### src/design/mexp_pkg.sv
// Package for the modular exponentiation block.
// Holds widths, the modulus reset value and the controller/datapath interface structs.
// No dependencies.
`default_nettype none
package mexp_pkg;
  localparam int ModBits = 31;
  localparam int BaseBits = 63;
  localparam int ExpBits = 64;
  localparam int DivBits = 64;
  localparam int CntBits = 6;
  localparam logic [ModBits-1:0] ModReset = 31'd1000000007;

  typedef struct packed {
    logic load;
    logic step;
    logic ld_mul;
    logic ld_sq;
    logic wr_acc;
    logic wr_x;
    logic zero_acc;
    logic shift_e;
    logic out_load;
  } cmd_t;

  typedef struct packed {
    logic div_done;
    logic e_zero;
    logic e_lsb;
    logic r_zero;
    logic m_small;
  } sts_t;
endpackage
`default_nettype wire

### src/design/mexp_dp.sv
// Datapath of the modular exponentiation block: operand registers, two 31x31
// multipliers and a bit-serial restoring reduction unit. Depends on mexp_pkg.
`default_nettype none
module mexp_dp
  import mexp_pkg::*;
(
  input  wire logic                clk,
  input  wire logic                rst,
  input  wire cmd_t                cmd,
  output sts_t                     sts,
  input  wire logic                in_opcode,
  input  wire logic [BaseBits-1:0] in_base,
  input  wire logic [ExpBits-1:0]  in_exponent,
  input  wire logic                cfg_we,
  input  wire logic [ModBits-1:0]  cfg_data,
  output logic      [ModBits-1:0]  result
);
  logic [ModBits-1:0] modulus;
  logic [ModBits-1:0] acc;
  logic [ModBits-1:0] x;
  logic [ExpBits-1:0] e;
  logic [DivBits-1:0] dsh;
  logic [ModBits:0]   r;
  logic [CntBits-1:0] cnt;
  logic [ModBits:0]   r_shift;
  logic [ModBits:0]   r_next;
  logic [2*ModBits-1:0] mul_a;
  logic [2*ModBits-1:0] mul_s;

  assign r_shift = {r[ModBits-1:0], dsh[DivBits-1]};
  assign r_next = (r_shift >= {1'b0, modulus}) ? r_shift - {1'b0, modulus} : r_shift;
  assign mul_a = {{ModBits{1'b0}}, acc} * {{ModBits{1'b0}}, x};
  assign mul_s = {{ModBits{1'b0}}, x} * {{ModBits{1'b0}}, x};

  assign sts.div_done = cmd.step && (cnt == {CntBits{1'b1}});
  assign sts.e_zero = (e == '0);
  assign sts.e_lsb = e[0];
  assign sts.r_zero = (r == '0);
  assign sts.m_small = (modulus < ModBits'(2));

  always_ff @(posedge clk) begin
    if (rst) begin
      modulus <= ModReset;
    end else if (cfg_we) begin
      modulus <= cfg_data;
    end
  end

  always_ff @(posedge clk) begin
    if (cmd.load) begin
      dsh <= {1'b0, in_base};
      e <= in_opcode ? {{(ExpBits-ModBits){1'b0}}, modulus - ModBits'(2)} : in_exponent;
      r <= '0;
      cnt <= '0;
    end else if (cmd.ld_mul) begin
      dsh <= {{(DivBits-2*ModBits){1'b0}}, mul_a};
      r <= '0;
      cnt <= '0;
    end else if (cmd.ld_sq) begin
      dsh <= {{(DivBits-2*ModBits){1'b0}}, mul_s};
      r <= '0;
      cnt <= '0;
    end else if (cmd.step) begin
      dsh <= {dsh[DivBits-2:0], 1'b0};
      r <= r_next;
      cnt <= cnt + CntBits'(1);
    end
    if (cmd.zero_acc) begin
      acc <= '0;
    end else if (cmd.load) begin
      acc <= ModBits'(1);
    end else if (cmd.wr_acc) begin
      acc <= r[ModBits-1:0];
    end
    if (cmd.wr_x) begin
      x <= r[ModBits-1:0];
    end
    if (cmd.shift_e) begin
      e <= {1'b0, e[ExpBits-1:1]};
    end
    if (cmd.out_load) begin
      result <= acc;
    end
  end
endmodule
`default_nettype wire

### config.mk
export PLATFORM = sky130hd
export DESIGN_NAME = mexp_dp
export DESIGN_NICKNAME = d
export VERILOG_FILES = /design/src/design/mexp_pkg.sv /design/src/design/mexp_dp.sv
export SDC_FILE = /design/constraint.sdc
export NUM_CORES = 2
export LEC_CHECK = 0
export ABC_CLOCK_PERIOD_IN_PS = 7960
export BUFFER_PORTS_ARGS = -buffer_cell sky130_fd_sc_hd__buf_4
export CAP_MARGIN = 20
export CORE_MARGIN = 2
export CORE_UTILIZATION = 40
export CTS_CLUSTER_DIAMETER = 80
export CTS_CLUSTER_SIZE = 24
export DETAILED_ROUTE_END_ITERATION = 10
export SLEW_MARGIN = 20
export SYNTH_ARGS = -nofsm -noshare
export SYNTH_HDL_FRONTEND = slang
export SYNTH_SLANG_ARGS = --single-unit
### constraint.sdc
create_clock -name clk -period 7.96 [get_ports clk]
set_clock_uncertainty 0.05 [all_clocks]
set_input_delay 0.398 -clock clk [delete_from_list [all_inputs] [get_ports clk]]
set_output_delay 0.398 -clock clk [all_outputs]
set_load 0.005 [all_outputs]
### Word-level counts from Yosys, hierarchy flattened

Index checks and enable logic that the tools add are counted.

| cells by class | value |
|---|---|
| reduce and logical (&&, ||, !) cells | 8 |
| $mul | 2 |
| equal/unequal tests | 1 |
| order comparisons | 2 |
| $add $sub $neg | 3 |
| muxes and demuxes | 10 |

Operators with widths:

| operator | number |
|---|---|
| two-way mux 63 bit | 6 |
| multiplier 31 x 31 -> 62 bit | 2 |
| zero test 64 bit | 1 |
| two-way mux 64 bit | 1 |
| greater-or-equal comparator 32 x 31 -> 1 bit | 1 |
| zero test 32 bit | 1 |
| two-way mux 32 bit | 1 |
| subtractor 32 x 31 -> 32 bit | 1 |
| < comparator 31 x 2 -> 1 bit, second input constant | 1 |
| subtractor 31 x 2 -> 31 bit, second input constant | 1 |
| adder 6 x 1 -> 6 bit, second input constant | 1 |
| equality test 6 bit, second input constant | 1 |
| nonzero test 2 bit | 2 |
| nonzero test 4 bit | 1 |
| OR reduction 3 bit | 1 |
| two-way mux 1 bit | 2 |
| OR reduction 2 bit | 1 |
| logical AND 1 bit | 1 |

| word-level totals | value |
|---|---|
| input bits | 171 |
| word-level logic and storage cells | 37 |
| output and inout port bits | 36 |
| flip-flop bits (word level) | 290 |

### Logic depth before layout (Yosys ltp)

| logic depth | value |
|---|---|
| depth in word-level cells | 4 |
| mapped depth | 30 |

### Worst setup path before layout

OpenSTA, ideal clock, no wires.

| timing | value |
|---|---|
| path kind | reg2reg |
| from | register x[4] |
| to | register dsh[57] (data pin) |
| setup slack | -0.040 ns |
| stages on the path, launching flop included | 28 |
| data required time | 7.654 ns |
| arrival time | 7.694 ns |
| setup time | 0.256 ns |
| cell sequence | edfxtp_1 -> clkbuf_1 -> clkbuf_1 -> clkbuf_1 -> nand2_1 -> fa_1 -> inv_1 -> fa_1 -> fa_1 -> inv_1 -> fa_1 -> inv_1 -> fa_1 -> inv_1 -> fa_1 -> inv_1 -> fa_1 -> fa_1 -> ha_1 -> nand2_1 -> nor3_1 -> a41oi_1 -> a2111o_1 -> a2111o_1 -> a211oi_2 -> o21a_1 -> o21ai_1 -> a22o_1 |

| between the ends | value |
|---|---|
| word-level cells in the longest chain between the ends | 4 |
| elaborated cells on any way between the ends | 5 |

Ends and longest elaborated chain:

| item | line | RTL |
|---|---|---|
| start, declared | mexp_dp.sv:20 | `logic [ModBits-1:0] x;` |
| start signal, assigned | mexp_dp.sv:76 | `x <= r[ModBits-1:0];` |
| multiplier 31 x 31 -> 62 bit | mexp_dp.sv:33 | `assign mul_s = {{ModBits{1'b0}}, x} * {{ModBits{1'b0}}, x};` |
| two-way mux 63 bit | mexp_dp.sv:59 | `end else if (cmd.ld_sq) begin` |
| two-way mux 63 bit (*) | mexp_dp.sv:55 | `end else if (cmd.ld_mul) begin` |
| two-way mux 63 bit (*) | mexp_dp.sv:50 | `if (cmd.load) begin` |
| end signal, assigned | mexp_dp.sv:51 | `dsh <= {1'b0, in_base};` |
| end signal, assigned | mexp_dp.sv:56 | `dsh <= {{(DivBits-2*ModBits){1'b0}}, mul_a};` |
| end signal, assigned | mexp_dp.sv:60 | `dsh <= {{(DivBits-2*ModBits){1'b0}}, mul_s};` |
| end, declared | mexp_dp.sv:22 | `logic [DivBits-1:0] dsh;` |

Every way passes the cells marked *; elsewhere a longest branch is shown, timed or not.
A chain may end at the register's enable or synchronous reset.

### Worst setup path after layout

| timing | value |
|---|---|
| from | register x[5] |
| to | register dsh[51] (data pin) |

Same word-level chain as after synthesis.

==> metrics.txt <==
num rows=156; TritonCTS Buffers=31; final cell count without fillers=10,900; core area=0.181 mm²; Yosys cell types=85; first-pass GRT wire length=372,000 µm; DP HPWL=198,000 µm; DIE AREA=0.186 mm²; R2R setup slack=-60 ps; Critical Path Max Stage Delay=590 ps; pwr dens=308 mW/mm²; share of cells above drive strength 1=15.4%; dpl cells=10,700; Synth Area in Compound Gates=7.38%; endpoints failing setup=4; syn avg cell area=9.24 µm²; GPL Wtd Cong=0.973; fin crit share=101%; Switch Pwr=14,000 µW; combinational power share=86.2%; vias after detailed routing=57,100; FF-to-FF Start=x[5]$_DFFE_PP_; CP max-delay cell=fa_2; post-layout util=47.8%; CP endpoint kind=flip-flop; Startpoint Class=flip-flop; Avg WL per Cell=22.0 µm; GR Util All Layers=26.3%; Sink Count=290; largest fanout on the critical path=15; status=finished, violations left; synth-to-layout area growth=18.7%; number of synthesized flops with an enable pin=188; fin crit period=8020 ps; Tightest Pin Transition=1180 ps; ys async rst share=0%; max cap viols=0; mapped cell area=0.0730 mm²; VDD IR max=0.819 mV; I/O Pins=207; DR top layer=met5; met3 wire len=15,000 µm; largest net degree at the start of global routing=99; post-synthesis mux area share=1.62%; Synth Register Bits=290; Hold WS=22.4 ps; initial antenna violation count=12; Chip Width=431 µm; clock latency at the later pin of the worst-skew pair=670 ps; Ys Warns=0; startpoint of the worst hold path=in_base[33]; CP required=8270 ps; fillcell total=17,000; ys flop type=edfxtp_1; syn nets=10,200; sequential cell area=0.00769 mm²; largest family of logic cells by synthesized area=adder cells; die height=431 µm; Max transition margin=21.5%; XOR/XNOR Fraction of Synth Area=2.09%; Leakage=0.0437 µW; Clock power frac=6.7%; post-synthesis adder-cell area fraction=53.0%; commonest cells after routing, fill and taps aside=inv_1 (1,737), fa_1 (1,540), nand2_1 (1,028); vias in the first global route=61,600; fin nets=10,900; clock tree buffer depth=3; DRC=0; initial core utilization=40.3%; total routed wirelength=240,000 µm; Syn Inst Count=7,897; Synth Area in Simple Gates=14.1%; most frequent CP cell=fa_1; DRT Pass-1 Iters=5; IO Port Bufs=206; fin. max-slew vios=0; Place WS=-420 ps; vias per std cell=5.22; CTS tree=built; Cell Int Power=12,700 µW; RSZ-0062 raised after global routing=yes; Seq/Total Area, Yosys=10.5%; M1 WL=98,400 µm; Crit Path Category=flip-flop to flip-flop; Hold Path Class=input pin to flip-flop; sw frac=52.6%; Critical Path Start=x[5]$_DFFE_PP_; Seq pwr share=7.2%; clock-pin slew on the worst setup and hold paths=90 ps; WL met2=117,000 µm; Critical Path AT=8330 ps; final hold violation count=0; grt ovf=0; Final WS setup=-57.7 ps; clock tree root driver cell=clkbuf_16; H-Tree Depth=1; fmax=125 MHz; multi-input combinational cell area=0.0586 mm²; failing checks=negative setup slack; commonest non-fill, non-tap cell in the layout=inv_1; drt initial violations=4,212; ANT nets after route=0
-- cell families after synthesis --
family          count (synthesis)
flops                         290
buf+inv                      2180
xor+xnor                      174
mux                           116
simple gates                 2170
compound gates                825
fa+ha+maj                    2142
-- stage by stage --
stage                     setup TNS (ps)  power [µW]  cell area [µm²]
after global routing               -3330       28400            86600
after detailed placement           -3810       21200            82100
after global placement             -2980       21200            82100
after floorplan                        0       10800            73000
after CTS                           -166       24900            85600
final                              -97.1       26700            86600
-- Yosys cell counts (22+ instances only) --
library cell | count | area [µm²]
a211oi_1 | 47 | 353
a21o_1 | 95 | 713
a21oi_1 | 228 | 1140
a22o_1 | 33 | 289
a31oi_1 | 22 | 138
and2_1 | 593 | 3710
clkbuf_1 | 406 | 1520
dfxtp_1 | 102 | 2040
edfxtp_1 | 188 | 5650
fa_1 | 1586 | 31800
ha_1 | 556 | 6960
inv_1 | 1755 | 6590
mux2i_1 | 99 | 991
nand2_1 | 1044 | 3920
nand2b_1 | 24 | 150
nand3_1 | 39 | 195
nand4_1 | 56 | 350
nor2_1 | 242 | 908
nor2b_1 | 40 | 250
nor3_1 | 29 | 145
nor4_1 | 37 | 231
o211ai_1 | 27 | 203
o21ai_0 | 195 | 976
o21bai_1 | 28 | 210
xnor2_1 | 107 | 937
xor2_1 | 67 | 587
-- state kept, by name, summed over array words and instances, names as in the netlist --
register,count
dsh,64
r,32
result,31
acc,31
x,31
e,64
cnt,6
modulus,31
-- path summary, 6_finish.rpt --
path / to / cells past startpoint
worst min register to register: dsh[63]$_SDFFE_PP0P_ / 2
worst max register to register: dsh[51]$_DFFE_PP_ / 26
worst min-delay path: dsh[33]$_DFFE_PP_ / 2
worst max-delay path: dsh[51]$_DFFE_PP_ / 26
-- power by group through the flow --
stage          logic, µW  clock network [µW]  registers [µW]
2_1_floorplan       8930                   0            1910
3_3_place_gp       19300                   0            1940
3_5_place_dp       19300                   0            1940
4_1_cts            21200                1810            1910
5_1_grt            24600                1850            1930
6_report           23000                1780            1910
-- area by class of cell --
| type | instances | area share (%) |
|---|---|---|
| Inverter | 1755 | 7.62 |
| Tap cell | 2370 | 3.42 |
| Timing Repair Buffer | 1033 | 10.9 |
| Sequential cell | 290 | 8.87 |
| Clock inverter | 25 | 0.533 |
| Clock buffer | 33 | 0.906 |
| Antenna cell | 10 | 0.0289 |
| Multi-Input combinational cell | 5427 | 67.7 |
-- critical path: cells and delay by family, from the launching register on --
family,cells,cell delay (ps)
buffers and inverters,6,790
adder cells (fa/ha/maj),9,4370
flip-flops,1,430
AO/OA/AOI/OAI,6,1240
AND/OR/NAND/NOR,4,700
XOR/XNOR,1,120
-- per-layer routing --
| layer | GRT usage (%) | vias to the layer above |
|---|---|---|
| met2 | 44.8 | 1845 |
| li1 | - | 25300 |
| met1 | 34.9 | 29600 |
| met5 | 0 | - |
| met4 | 8.02 | 2 |
| met3 | 3.22 | 347 |
-- what timing repair did --
action,in CTS,in global routing
setup buffers,35,24
setup endpoints to repair,22,34
hold buffers,89,0
pin swaps,123,113
gates resized for setup,205,194
hold endpoints to repair,74,0
gates cloned,4,2
Note: power is estimated with default switching activity, not from simulation.
