`config.mk`:
```
export PLATFORM = sky130hd
export DESIGN_NAME = mexp_ctrl
export DESIGN_NICKNAME = d
export VERILOG_FILES = /design/src/design/mexp_pkg.sv /design/src/design/mexp_ctrl.sv
export SDC_FILE = /design/constraint.sdc
export NUM_CORES = 1
export LEC_CHECK = 0
export BUFFER_PORTS_ARGS = -buffer_cell sky130_fd_sc_hd__buf_2
export CAP_MARGIN = 25
export CORE_AREA = 2 2 39 41
export DETAILED_ROUTE_END_ITERATION = 8
export DIE_AREA = 0 0 41 43
export PLACE_DENSITY_LB_ADDON = 0.2
export SLEW_MARGIN = 15
export SYNTH_ARGS = -nofsm -noshare
export SYNTH_HDL_FRONTEND = slang
export SYNTH_SLANG_ARGS = --single-unit
```
`constraint.sdc`:
```
create_clock -name clk -period 1.26 [get_ports clk]
set_clock_uncertainty 0.05 [all_clocks]
set_input_delay 0.252 -clock clk [delete_from_list [all_inputs] [get_ports clk]]
set_output_delay 0.252 -clock clk [all_outputs]
set_load 0.02 [all_outputs]
```
`src/design/mexp_pkg.sv`:
```
// Package for the modular exponentiation block.
// Holds widths, the modulus reset value and the controller/datapath interface structs.
// No dependencies.
`default_nettype none
package mexp_pkg;
  localparam int ModBits = 31;
  localparam int BaseBits = 63;
  localparam int ExpBits = 64;
  localparam int DivBits = 64;
  localparam int CntBits = 6;
  localparam logic [ModBits-1:0] ModReset = 31'd1000000007;

  typedef struct packed {
    logic load;
    logic step;
    logic ld_mul;
    logic ld_sq;
    logic wr_acc;
    logic wr_x;
    logic zero_acc;
    logic shift_e;
    logic out_load;
  } cmd_t;

  typedef struct packed {
    logic div_done;
    logic e_zero;
    logic e_lsb;
    logic r_zero;
    logic m_small;
  } sts_t;
endpackage
`default_nettype wire

```
`src/design/mexp_ctrl.sv`:
```
// Controller of the modular exponentiation block: sequences base reduction and
// the square-and-multiply loop, and runs the stream handshakes. Depends on mexp_pkg.
`default_nettype none
module mexp_ctrl
  import mexp_pkg::*;
(
  input  wire logic clk,
  input  wire logic rst,
  input  wire logic in_valid,
  output logic      in_ready,
  output logic      out_valid,
  input  wire logic out_ready,
  input  wire sts_t sts,
  output cmd_t      cmd
);
  localparam logic [2:0] S_IDLE = 3'd0;
  localparam logic [2:0] S_RBASE = 3'd1;
  localparam logic [2:0] S_BCHK = 3'd2;
  localparam logic [2:0] S_LOOP = 3'd3;
  localparam logic [2:0] S_RMUL = 3'd4;
  localparam logic [2:0] S_AMUL = 3'd5;
  localparam logic [2:0] S_RSQ = 3'd6;
  localparam logic [2:0] S_OUT = 3'd7;

  logic [2:0] state;
  logic [2:0] state_next;
  logic       sq_done;
  logic       sq_done_next;

  assign in_ready = (state == S_IDLE);

  always_comb begin
    cmd = '0;
    state_next = state;
    sq_done_next = 1'b0;
    case (state)
      S_IDLE: begin
        if (in_valid) begin
          cmd.load = 1'b1;
          if (sts.m_small) begin
            state_next = S_OUT;
          end else begin
            state_next = S_RBASE;
          end
        end
      end
      S_RBASE: begin
        cmd.step = 1'b1;
        if (sts.div_done) begin
          state_next = S_BCHK;
        end
      end
      S_BCHK: begin
        cmd.wr_x = 1'b1;
        state_next = sts.r_zero ? S_OUT : S_LOOP;
      end
      S_LOOP: begin
        if (sq_done) begin
          cmd.wr_x = 1'b1;
          cmd.shift_e = 1'b1;
        end else if (sts.e_zero) begin
          state_next = S_OUT;
        end else if (sts.e_lsb) begin
          cmd.ld_mul = 1'b1;
          state_next = S_RMUL;
        end else begin
          cmd.ld_sq = 1'b1;
          state_next = S_RSQ;
        end
      end
      S_RMUL: begin
        cmd.step = 1'b1;
        if (sts.div_done) begin
          state_next = S_AMUL;
        end
      end
      S_AMUL: begin
        cmd.wr_acc = 1'b1;
        cmd.ld_sq = 1'b1;
        state_next = S_RSQ;
      end
      S_RSQ: begin
        cmd.step = 1'b1;
        if (sts.div_done) begin
          sq_done_next = 1'b1;
          state_next = S_LOOP;
        end
      end
      S_OUT: begin
        if (!out_valid || out_ready) begin
          cmd.out_load = 1'b1;
          state_next = S_IDLE;
        end
      end
      default: begin
        state_next = S_IDLE;
      end
    endcase
    if (state == S_OUT && !cmd.out_load) begin
      cmd.zero_acc = 1'b0;
    end
    if ((state == S_IDLE && in_valid && sts.m_small) ||
        (state == S_BCHK && sts.r_zero)) begin
      cmd.zero_acc = 1'b1;
    end
  end

  always_ff @(posedge clk) begin
    if (rst) begin
      state <= S_IDLE;
      sq_done <= 1'b0;
      out_valid <= 1'b0;
    end else begin
      state <= state_next;
      sq_done <= sq_done_next;
      if (cmd.out_load) begin
        out_valid <= 1'b1;
      end else if (out_ready) begin
        out_valid <= 1'b0;
      end
    end
  end
endmodule
`default_nettype wire

```
# ---- Word-level counts from Yosys, hierarchy flattened
# Cells that the tools add are included.
dict set report op_classes {
  n_mux 30
  reduce_logical 11
  eq_ne 13
  n_bitwise 1
}
# operator n
set op_table {}
lappend op_table {{$mux W3} 9}
lappend op_table {{$pmux W3 S8} 1}
lappend op_table {{$mux W1} 15}
lappend op_table {{$eq A3 B3 Y1 const B} 4}
lappend op_table {{$ne A2 B2 Y1 const B} 6}
lappend op_table {{$eq A3 B2 Y1 const B} 2}
lappend op_table {{$mux W2} 3}
lappend op_table {{$reduce_and A6 Y1} 1}
lappend op_table {{$pmux W1 S2} 2}
lappend op_table {{$eq A3 B1 Y1 const B} 1}
lappend op_table {{$logic_and A1 B1 Y1} 3}
lappend op_table {{$logic_not A3 Y1} 1}
lappend op_table {{$reduce_or A3 Y1} 1}
lappend op_table {{$logic_or A1 B1 Y1} 2}
lappend op_table {{$reduce_bool A2 Y1} 1}
lappend op_table {{$reduce_or A2 Y1} 1}
lappend op_table {{$logic_not A1 Y1} 1}
lappend op_table {{$not A1 Y1} 1}
dict set report totals {
  reg_bits 5
  elab_cells 58
  output_inout_bits 11
  in_bits 9
}

# ---- Depth between registers and ports, before layout
# Gate-level depths: netlist (run 1).
dict set report depth {
  word_depth 5
  depth_mapped 5
  depth_no_buf 3
}

# ---- Least setup slack after synthesis (run 1)
# Ideal clock, no wire load.
dict set report synth_timing {
  kind {reg2out}
  from {reg state[1]}
  to {out cmd[2] in the netlist's numbering}
  slack_ns -0.223
  required_time_ns 0.958
  arrival_time_ns 1.181
  path_buffers 1
  stages_incl_launch_ff 5
  cell_sequence {dfxtp_1 buf_6 and2_1 a31oi_1 nor3_1}
}
# element line
set synth_lines {}
lappend synth_lines {{from (decl)} mexp_ctrl.sv:25} ;# logic [2:0] state;
lappend synth_lines {{from (signal assigned)} mexp_ctrl.sv:114} ;# state <= state_next;
lappend synth_lines {{to (decl)} mexp_ctrl.sv:14} ;# output cmd_t cmd

==> run_results.csv, run 1 <==
group,metric,value,unit
timing,grt_setup_unrepaired,"yes",
route,wl,1.55,mm
clock_network,cts_buffers,3,
critical_path,cp_top_family,"simple AND/OR/NAND/NOR gates",
placed_design,numPortBuffers,19,
floorplanning,core_area,0.00138,sq mm
floorplanning,start_util,37.4,%
global_routing,grt_pass1_wl,2.04,mm
min_path,hp-class,"in2reg",
route,vias_per_cell,5.25,
clock_network,h-tree-depth,1,
placed_design,place_ws,-0.0339,ns
final_layout,layout-drive-gt1-share,61.8,%
floorplanning,rows,14,
yosys,synth_ff_type,"dfxtp_1",
yosys,synthTopCellsByArea,"dfxtp_1 (19%), nor2b_1 (7.2%), nand2b_1 (6.0%)",
critical_path,crit_buf_inv,2,
route,antenna_left,0,
global_routing,antenna_found_initial,0,
yosys,yosys_warnings,0,
placed_design,gp_congestion,0.778,
yosys,yosysSeqAreaShare,19.3,%
yosys,synth_edf_count,0,
yosys,syn_avg_cell_area,7.85,sq um
floorplanning,dieHeight,43,um
yosys,async_flop_share,0,%
critical_path,slowest_delay,0.36,ns
power,power_density,1500,mW/mm^2
timing,clock.fmax,0.660,GHz
yosys,synth_cell_types,35,
yosys,syn_area,518,sq um
clock_network,root_buffer,"clkbuf_4",
yosys,synth.top_cell.area_share,19.3,%
timing,drv_slew,0,
flow_run,cap_violations,0,
critical_path,critical_path_class,"reg2out",
critical_path,endpoint_kind,"primary output",
timing,hold_slack,0.180,ns
global_routing,track_usage,17.2,%
global_routing,grt_pass1_vias,507,
floorplanning,die_w,41,um
critical_path,startpoint_type,"register",
floorplanning,pin_count,20,
run_status,status,"finished, violations left",
route,drt_iter0_drc,10,
clock_network,cts_tree,"yes",
timing,tightest_slew,0.310,ns
clock_network,ctsHoldBuffers,0,
clock_network,cts_num_sinks,5,
clock_network,clock_latency,0.25,ns
route,firstDrtPassIters,4,
power,peakVddDrop,0.703,mV
global_routing,grt_max_degree,16,
power,leakage,0.000390,uW
timing,worst_slack,-0.256,ns
critical_path,worst_ep_arrival_time,1.21,ns
yosys,syn-num-nets,75,
power,power,1380,uW
critical_path,cp.required,0.96,ns
global_routing,grt_overflow,0,
timing,min_period,1.52,ns
clock_network,cts.path.max_buffers,2,
final_layout,num-nets-final,112,
timing,slew-limit-headroom,79.2,%
timing,timing.final.hold_violations,0,
route,avgRoutedWirePerCell,13.2,um
placed_design,dp_hpwl,939,um
run_status,violations,"setup timing",
critical_path,crit_chain,"buf_12 -> nor3_4 -> and2_4 -> buf_6",
critical_path,cp_max_fo,5,
final_layout,antenna_cells,0,
timing,timing.final.crit_share,120,%
floorplanning,die_area,0.00176,sq mm
clock_network,clk_pin_slew_worst_paths,0.05,ns
yosys,post-synth-top-area-cell,"dfxtp_1",
critical_path,crit_slowest_cell,"dfxtp_4",
yosys,synth_cells,66,
route,drcViolationCount,0,
final_layout,area.growth.synth_to_final,77.5,%
timing,setup_viol,13,
yosys,synth-seq-cells,5,
yosys,synth_common_cells,"nand2_1 (6), nor2b_1 (6), dfxtp_1 (5), nand2b_1 (5), nor2_1 (5)",
final_layout,final_util,66.5,%
route,vias,620,
final_layout,fillers,106,
timing,setup_tns,-2.13,ns
[per-stage QoR]
stage / area, sq um / instances
2_1_floorplan: 543 / 66
3_3_place_gp: 718 / 108
3_5_place_dp: 718 / 108
4_1_cts: 823 / 113
5_1_grt: 920 / 118
6_report: 920 / 118
[sequential cells by signal, indices dropped and copies added, names as in the netlist]
name,flops
out_valid,1
sq_done,1
state,3
[final cells by class]
class,instances,area (sq um),share of cell area (%)
tap,16,20.0,2.18
inverter,3,11.3,1.22
multi-input combinational,53,430,46.8
sequential,5,110,12.0
timing repair buffer,37,322,35.0
clock buffer,4,26.3,2.86
[worst paths after layout]
path	slack [ns]	startpoint	cells past startpoint	endpoint
worst max-delay path	-0.26	state[2]	4	cmd[8]
worst min-delay path	0.18	rst	2	state[2]
worst max register to register	-0.20	state[1]	5	state[0]
worst min register to register	0.54	out_valid	2	out_valid
[per-layer routing]
layer  vias to the layer above  share of wire (%)  global-route usage (%)  wire length (um)
li1                        312                  -                       -                 -
met1                       280                 39                    21.2               606
met3                         6                4.4                    1.57                69
met4                         0                3.9                    12.0                60
met5                         -                  0                       0                 0
met2                        22                 53                    26.3               815
[kinds of logic (layout without fill, tap and decap cells)]
family | after synthesis | in the layout | synth area share, %
AO/OA/AOI/OAI | 17 | 17 | 26.6
AND/OR/NAND/NOR | 35 | 35 | 39.4
flip-flops | 5 | 5 | 19.3
multiplexers | 1 | 1 | 1.93
buffers and inverters | 8 | 44 | 12.8
[placed cells by master (no fill, tap or decap), drive strengths merged, types with 2 or more instances in the layout]
cell type | netlist | layout
clkbuf | 1 | 4
nor3 | 4 | 4
nand2 | 6 | 6
nor2b | 6 | 6
inv | 3 | 3
nand2b | 5 | 5
a21oi | 4 | 4
and2 | 2 | 2
nor2 | 5 | 5
buf | 4 | 37
dfxtp | 5 | 5
a311oi | 2 | 2
nor4 | 2 | 2
o21ai | 2 | 2
[report_power, final]
group / switching [uW] / total [uW] / internal [uW]
Sequential: 50.7 / 245 / 194
Clock: 70.2 / 190 / 120
Combinational: 426 / 947 / 521
Total: 547 / 1380 / 835
[what timing repair did]
item                                    CTS  global route
buffers inserted                          1             5
pin swaps                                 2             6
resized for setup                        21            18
endpoints found under the setup margin   11            13
endpoints found under the hold margin     0             0
Power figures use the tool's default switching activity.
==> run 2, diff against run 1 <==
Settings changed: ABC_AREA set to 1.
==> run_results.csv, run 2 <==
group,metric,value,unit
final_layout,final_common_cell,"buf_4",
timing,drv_slew,0,
yosys,yosysSeqAreaShare,23.7,%
clock_network,cts_num_sinks,5,
power,seq_power_share,18.5,%
floorplanning,pin_count,20,
timing,tightest_slew,0.266,ns
yosys,synth_edf_count,0,
route,antenna_left,0,
route,wl,1.22,mm
final_layout,top_regs,"state x3, out_valid x1, sq_done x1",
final_layout,final_cell_mix,"buf_4 (14), buf_2 (11), nand2_1 (9)",
floorplanning,core_area,0.00138,sq mm
power,leakage,0.000405,uW
flow_run,cap_violations,0,
global_routing,antenna_found_initial,0,
clock_network,clock_latency,0.23,ns
placed_design,dp_hpwl,903,um
yosys,synth_ff_type,"dfxtp_1",
critical_path,worst_ep_arrival_time,1.14,ns
critical_path,startpoint_type,"register",
final_layout,antenna_cells,0,
route,vias,547,
placed_design,dp_cells,108,
clock_network,cts_buffers,3,
timing,slew-limit-headroom,82.2,%
power,power_switching,856,uW
global_routing,track_usage,14.9,%
timing,timing.final.crit_share,115,%
critical_path,critical_path_class,"reg2out",
final_layout,fillers,127,
global_routing,grt_overflow,0,
timing,setup_viol,12,
final_layout,layout-drive-gt1-share,64.4,%
floorplanning,start_util,30.5,%
power,peakVddDrop,1.05,mV
timing,grt_setup_unrepaired,"yes",
route,avgRoutedWirePerCell,10.4,um
final_layout,layoutNonFillerInstCount,117,
global_routing,grt_pass1_vias,460,
power,clock_power_share,9.8,%
yosys,syn-num-nets,75,
critical_path,cp_max_fo,4,
final_layout,final_util,56.6,%
yosys,post-synth-top-area-cell,"dfxtp_1",
floorplanning,dieHeight,43,um
placed_design,numPortBuffers,19,
yosys,yosys.cell_count.top_type,"nand2_1",
yosys,syn_avg_cell_area,6.39,sq um
clock_network,clk_pin_slew_worst_paths,0.04,ns
yosys,synth_common_cells,"nand2_1 (14), inv_1 (7), nor2_1 (7)",
final_layout,regMostFlops,"state",
route,vias_per_cell,4.68,
critical_path,cp.required,0.96,ns
run_status,status,"finished, violations left",
clock_network,cts_tree,"yes",
floorplanning,die_w,41,um
yosys,synthTopCellsByArea,"dfxtp_1 (24%), nand2_1 (12%), inv_1 (6.2%)",
power,p_int,961,uW
min_path,hp-class,"in2reg",
clock_network,cts.path.max_buffers,2,
yosys,yosys_warnings,0,
power,power_density,2320,mW/mm^2
timing,min_period,1.45,ns
final_layout,area.growth.synth_to_final,85.8,%
clock_network,root_buffer,"clkbuf_4",
yosys,synth_cell_types,23,
global_routing,grt_pass1_wl,1.74,mm
final_layout,largest_reg_flops,3,
timing,clock.fmax,0.692,GHz
run_status,violations,"setup timing",
floorplanning,die_area,0.00176,sq mm
yosys,synth-seq-cells,5,
yosys,syn_area,422,sq um
route,firstDrtPassIters,2,
route,drt_iter0_drc,3,
critical_path,endpoint_kind,"primary output",
route,drcViolationCount,0,
power,netSwitchingFraction,47.1,%
timing,timing.final.hold_violations,0,
floorplanning,rows,14,
yosys,async_flop_share,0,%
timing,worst_slack,-0.185,ns
yosys,synth_cells,66,
power,pwr-share-comb,71.6,%
final_layout,num-nets-final,111,
global_routing,grt_max_degree,6,
clock_network,h-tree-depth,1,
yosys,synth.top_cell.area_share,23.7,%
clock_network,ctsHoldBuffers,0,
placed_design,gp_congestion,0.762,
[run 2: cell count changes after synthesis, sizes merged, moves of 3 or more]
cell,before,now
nand2,6,18
inv,3,11
nor2,5,11
nor2b,6,0
nand2b,5,0
nand3,1,5
a21oi,4,1
buf,4,1
[run 2: path summary, 6_finish.rpt]
path                                  to      from  slack, ns  depth (start not counted)
worst min-delay path             sq_done       rst       0.16                          2
worst min register to register   sq_done  state[2]       0.54                          2
worst max register to register  state[1]  state[2]      -0.09                          9
worst max-delay path              cmd[2]  state[1]      -0.19                          5
[run 2: critical path, cell delays in order, from the launching register on]
cell	delay (ns)
dfxtp_4	0.39
nor2_4	0.05
nand2_2	0.09
nor2_4	0.04
a32o_2	0.22
buf_6	0.13
[run 2: kinds of logic after synthesis]
| kind of cell | after synthesis | share of synthesized area [%] |
|---|---|---|
| flops | 5 | 23.7 |
| compound gates | 7 | 11.6 |
| buf+inv | 14 | 14.5 |
| simple gates | 40 | 50.1 |
[run 2: through the flow]
stage | power, uW | cell area [sq um] | worst slack (ns) | setup TNS, ns | hold slack, ns
2_1_floorplan | 983 | 449 | -0.0660 | -0.125 | 0.280
5_1_grt | 1950 | 783 | -0.245 | -2.17 | 0.158
3_3_place_gp | 1300 | 613 | -0.0270 | -0.0918 | 0.392
3_5_place_dp | 1290 | 613 | -0.0385 | -0.113 | 0.396
4_1_cts | 1770 | 767 | -0.185 | -1.38 | 0.145
6_report | 1820 | 783 | -0.185 | -1.40 | 0.162
[run 2: final cells by class]
type / instances / area [sq um] / share of cell area [%]
clock buffers: 4 / 26.3 / 3.35
inverters: 13 / 61.3 / 7.83
multi-input cells: 47 / 325 / 41.5
flip-flops and latches: 5 / 111 / 14.2
well taps: 16 / 20.0 / 2.56
repair buffers: 32 / 239 / 30.5
[run 2: power by group through the flow]
stage               Combinational (uW)  Clock [uW]  Sequential, uW
finish                            1300         179             337
global route                      1400         199             346
CTS                               1250         188             327
detailed placement                1020           0             273
global placement                  1030           0             273
floorplan                          728           0             255
[run 2: what timing repair did]
item                       in CTS  in global routing
resized for setup              30                  6
setup endpoints to repair      11                 13
setup buffers                   5                  0
pin swaps                       3                  1
gates cloned                    0                  0
[run 2: routing by layer]
layer	up-vias	global-route usage (%)	wire, um
met2	11	26.9	666
met5	-	0	0
met4	0	10.0	17
met3	2	1.57	52
li1	282	-	-
met1	252	14.2	482
==> run 3, diff against run 2 <==
Settings changed: CTS_BUF_LIST set to sky130_fd_sc_hd__clkbuf_8 sky130_fd_sc_hd__clkbuf_16.
==> run_results.csv, run 3 (synthesis results as in run 2) <==
group,metric,value,unit
run_status,status,"finished, violations left",
run_status,violations,"setup timing",
timing,hold_slack,0.164,ns
floorplanning,pin_count,20,
clock_network,ctsHoldBuffers,0,
route,avgRoutedWirePerCell,9.92,um
timing,tightest_slew,0.269,ns
clock_network,root_buffer,"clkbuf_8",
timing,setup_viol,11,
floorplanning,die_area,0.00176,sq mm
clock_network,h-tree-depth,1,
timing,drv_slew,0,
final_layout,layoutNonFillerInstCount,119,
critical_path,worst_ep_arrival_time,1.14,ns
final_layout,num-nets-final,113,
flow_run,cap_violations,0,
global_routing,antenna_found_initial,0,
timing,timing.final.crit_share,114,%
power,peakVddDrop,0.946,mV
power,netSwitchingFraction,44.5,%
global_routing,grt_overflow,0,
clock_network,cts_buffers,3,
critical_path,cp.required,0.96,ns
placed_design,place_ws,-0.0385,ns
floorplanning,core_area,0.00138,sq mm
critical_path,rrSetupSlack,-0.03,ns
critical_path,endpoint_kind,"primary output",
critical_path,timing.rr.start,"state[1]",
route,vias_per_cell,4.54,
floorplanning,die_w,41,um
critical_path,r2r-end,"state[1]",
clock_network,cts.path.max_buffers,2,
power,power_switching,874,uW
placed_design,gp_congestion,0.762,
timing,slew-limit-headroom,82.0,%
global_routing,grt_max_degree,6,
critical_path,slowest_delay,0.36,ns
final_layout,antenna_cells,0,
min_path,holdPathEnd,"sq_done",
min_path,hp-class,"in2reg",
route,drcViolationCount,0,
clock_network,cts_tree,"yes",
floorplanning,start_util,30.5,%
final_layout,top_regs,"state x3, out_valid x1, sq_done x1",
final_layout,final_common_cell,"buf_4",
clock_network,clk_pin_slew_worst_paths,0.04,ns
floorplanning,rows,14,
critical_path,critical_path_class,"reg2out",
placed_design,dp_cells,108,
power,pwr-share-comb,68.2,%
critical_path,crit_chain,"nor2_4 -> nand2_2 -> nor2_4 -> a32o_2 -> buf_6",
route,antenna_left,0,
global_routing,track_usage,14.2,%
placed_design,numPortBuffers,19,
power,clock_power_share,14.7,%
global_routing,grt_pass1_wl,1.70,mm
timing,grt_setup_unrepaired,"yes",
final_layout,final_util,58.0,%
final_layout,final_cell_mix,"buf_4 (17), nand2_1 (11), buf_2 (11)",
final_layout,regMostFlops,"state",
floorplanning,dieHeight,43,um
power,seq_power_share,17.1,%
clock_network,cts_num_sinks,5,
route,vias,540,
timing,min_period,1.44,ns
critical_path,crit_top_cell,"nor2_4",
min_path,min_from,"rst",
timing,timing.final.hold_violations,0,
critical_path,startpoint_type,"register",
timing,worst_slack,-0.182,ns
critical_path,crit_slowest_cell,"dfxtp_4",
placed_design,dp_hpwl,903,um
global_routing,grt_pass1_vias,451,
critical_path,crit_buf_inv,1,
min_path,min_path_cells,2,
power,p_int,1090,uW
route,firstDrtPassIters,2,
timing,clock.fmax,0.693,GHz
power,power_density,2450,mW/mm^2
final_layout,largest_reg_flops,3,
clock_network,clock_latency,0.22,ns
critical_path,r2r_cells,9,
route,wl,1.18,mm
final_layout,fillers,130,
final_layout,area.growth.synth_to_final,90.2,%
critical_path,cp_max_fo,4,
power,leakage,0.000426,uW
critical_path,cp_top_family,"flip-flops",
final_layout,layout-drive-gt1-share,63.1,%
route,drt_iter0_drc,1,
## run 3: power by group through the flow
stage / Combinational, uW / Sequential (uW) / Clock [uW]
after floorplan: 728 / 255 / 0
after global placement: 1030 / 273 / 0
after detailed placement: 1020 / 273 / 0
after CTS: 1230 / 328 / 293
after global routing: 1450 / 345 / 304
final: 1340 / 337 / 289
## run 3: worst max-delay path by stage
stage | startpoint | slack [ns] | depth (start not counted) | end
6_report | state[1] | -0.18 | 5 | cmd[2]
5_1_grt | state[1] | -0.22 | 5 | cmd[2]
4_1_cts | state[1] | -0.16 | 5 | cmd[2]
3_5_place_dp | state[1] | -0.04 | 3 | cmd[6]
3_3_place_gp | state[1] | -0.03 | 3 | cmd[6]
2_1_floorplan | state[0] | -0.07 | 5 | cmd[2]
## run 3: what timing repair did
action | 4_1_cts | 5_1_grt
setup endpoints to repair | 11 | 13
setup buffers | 4 | 3
pin swaps | 3 | 5
resized for setup | 27 | 5
## run 3: layout make-up
| type | count | area, sq um | area share [%] |
|---|---|---|---|
| multi-input cells | 47 | 318 | 39.6 |
| repair buffers | 34 | 250 | 31.2 |
| flip-flops and latches | 5 | 111 | 13.9 |
| inverters | 13 | 57.6 | 7.18 |
| clock buffers | 3 | 41.3 | 5.15 |
| well taps | 16 | 20.0 | 2.50 |
| clock inverters | 1 | 3.75 | 0.468 |
## run 3: worst reg2reg max path: stages (launching register included)
cell	delay (ns)
dfxtp_4	0.36
nor2_4	0.14
nand2_2	0.09
buf_4	0.14
inv_2	0.05
buf_4	0.09
nand2_1	0.06
o21ai_1	0.11
nor2_2	0.06
nor2_2	0.09
## run 3: metal layers
layer | up-vias | global-route usage (%) | share of wire [%]
li1 | 289 | - | -
met1 | 236 | 14.2 | 41
met2 | 13 | 25.6 | 54
met3 | 2 | 3.14 | 4.7
met4 | 0 | 6.00 | 0.76
met5 | - | 0 | 0
## run 3: stage by stage
stage | instance area, sq um | total power (uW) | TNS [ns]
floorplan | 449 | 983 | -0.125
global placement | 613 | 1300 | -0.0918
detailed placement | 613 | 1290 | -0.113
CTS | 767 | 1850 | -1.13
global route | 802 | 2100 | -1.80
finish | 802 | 1970 | -1.14
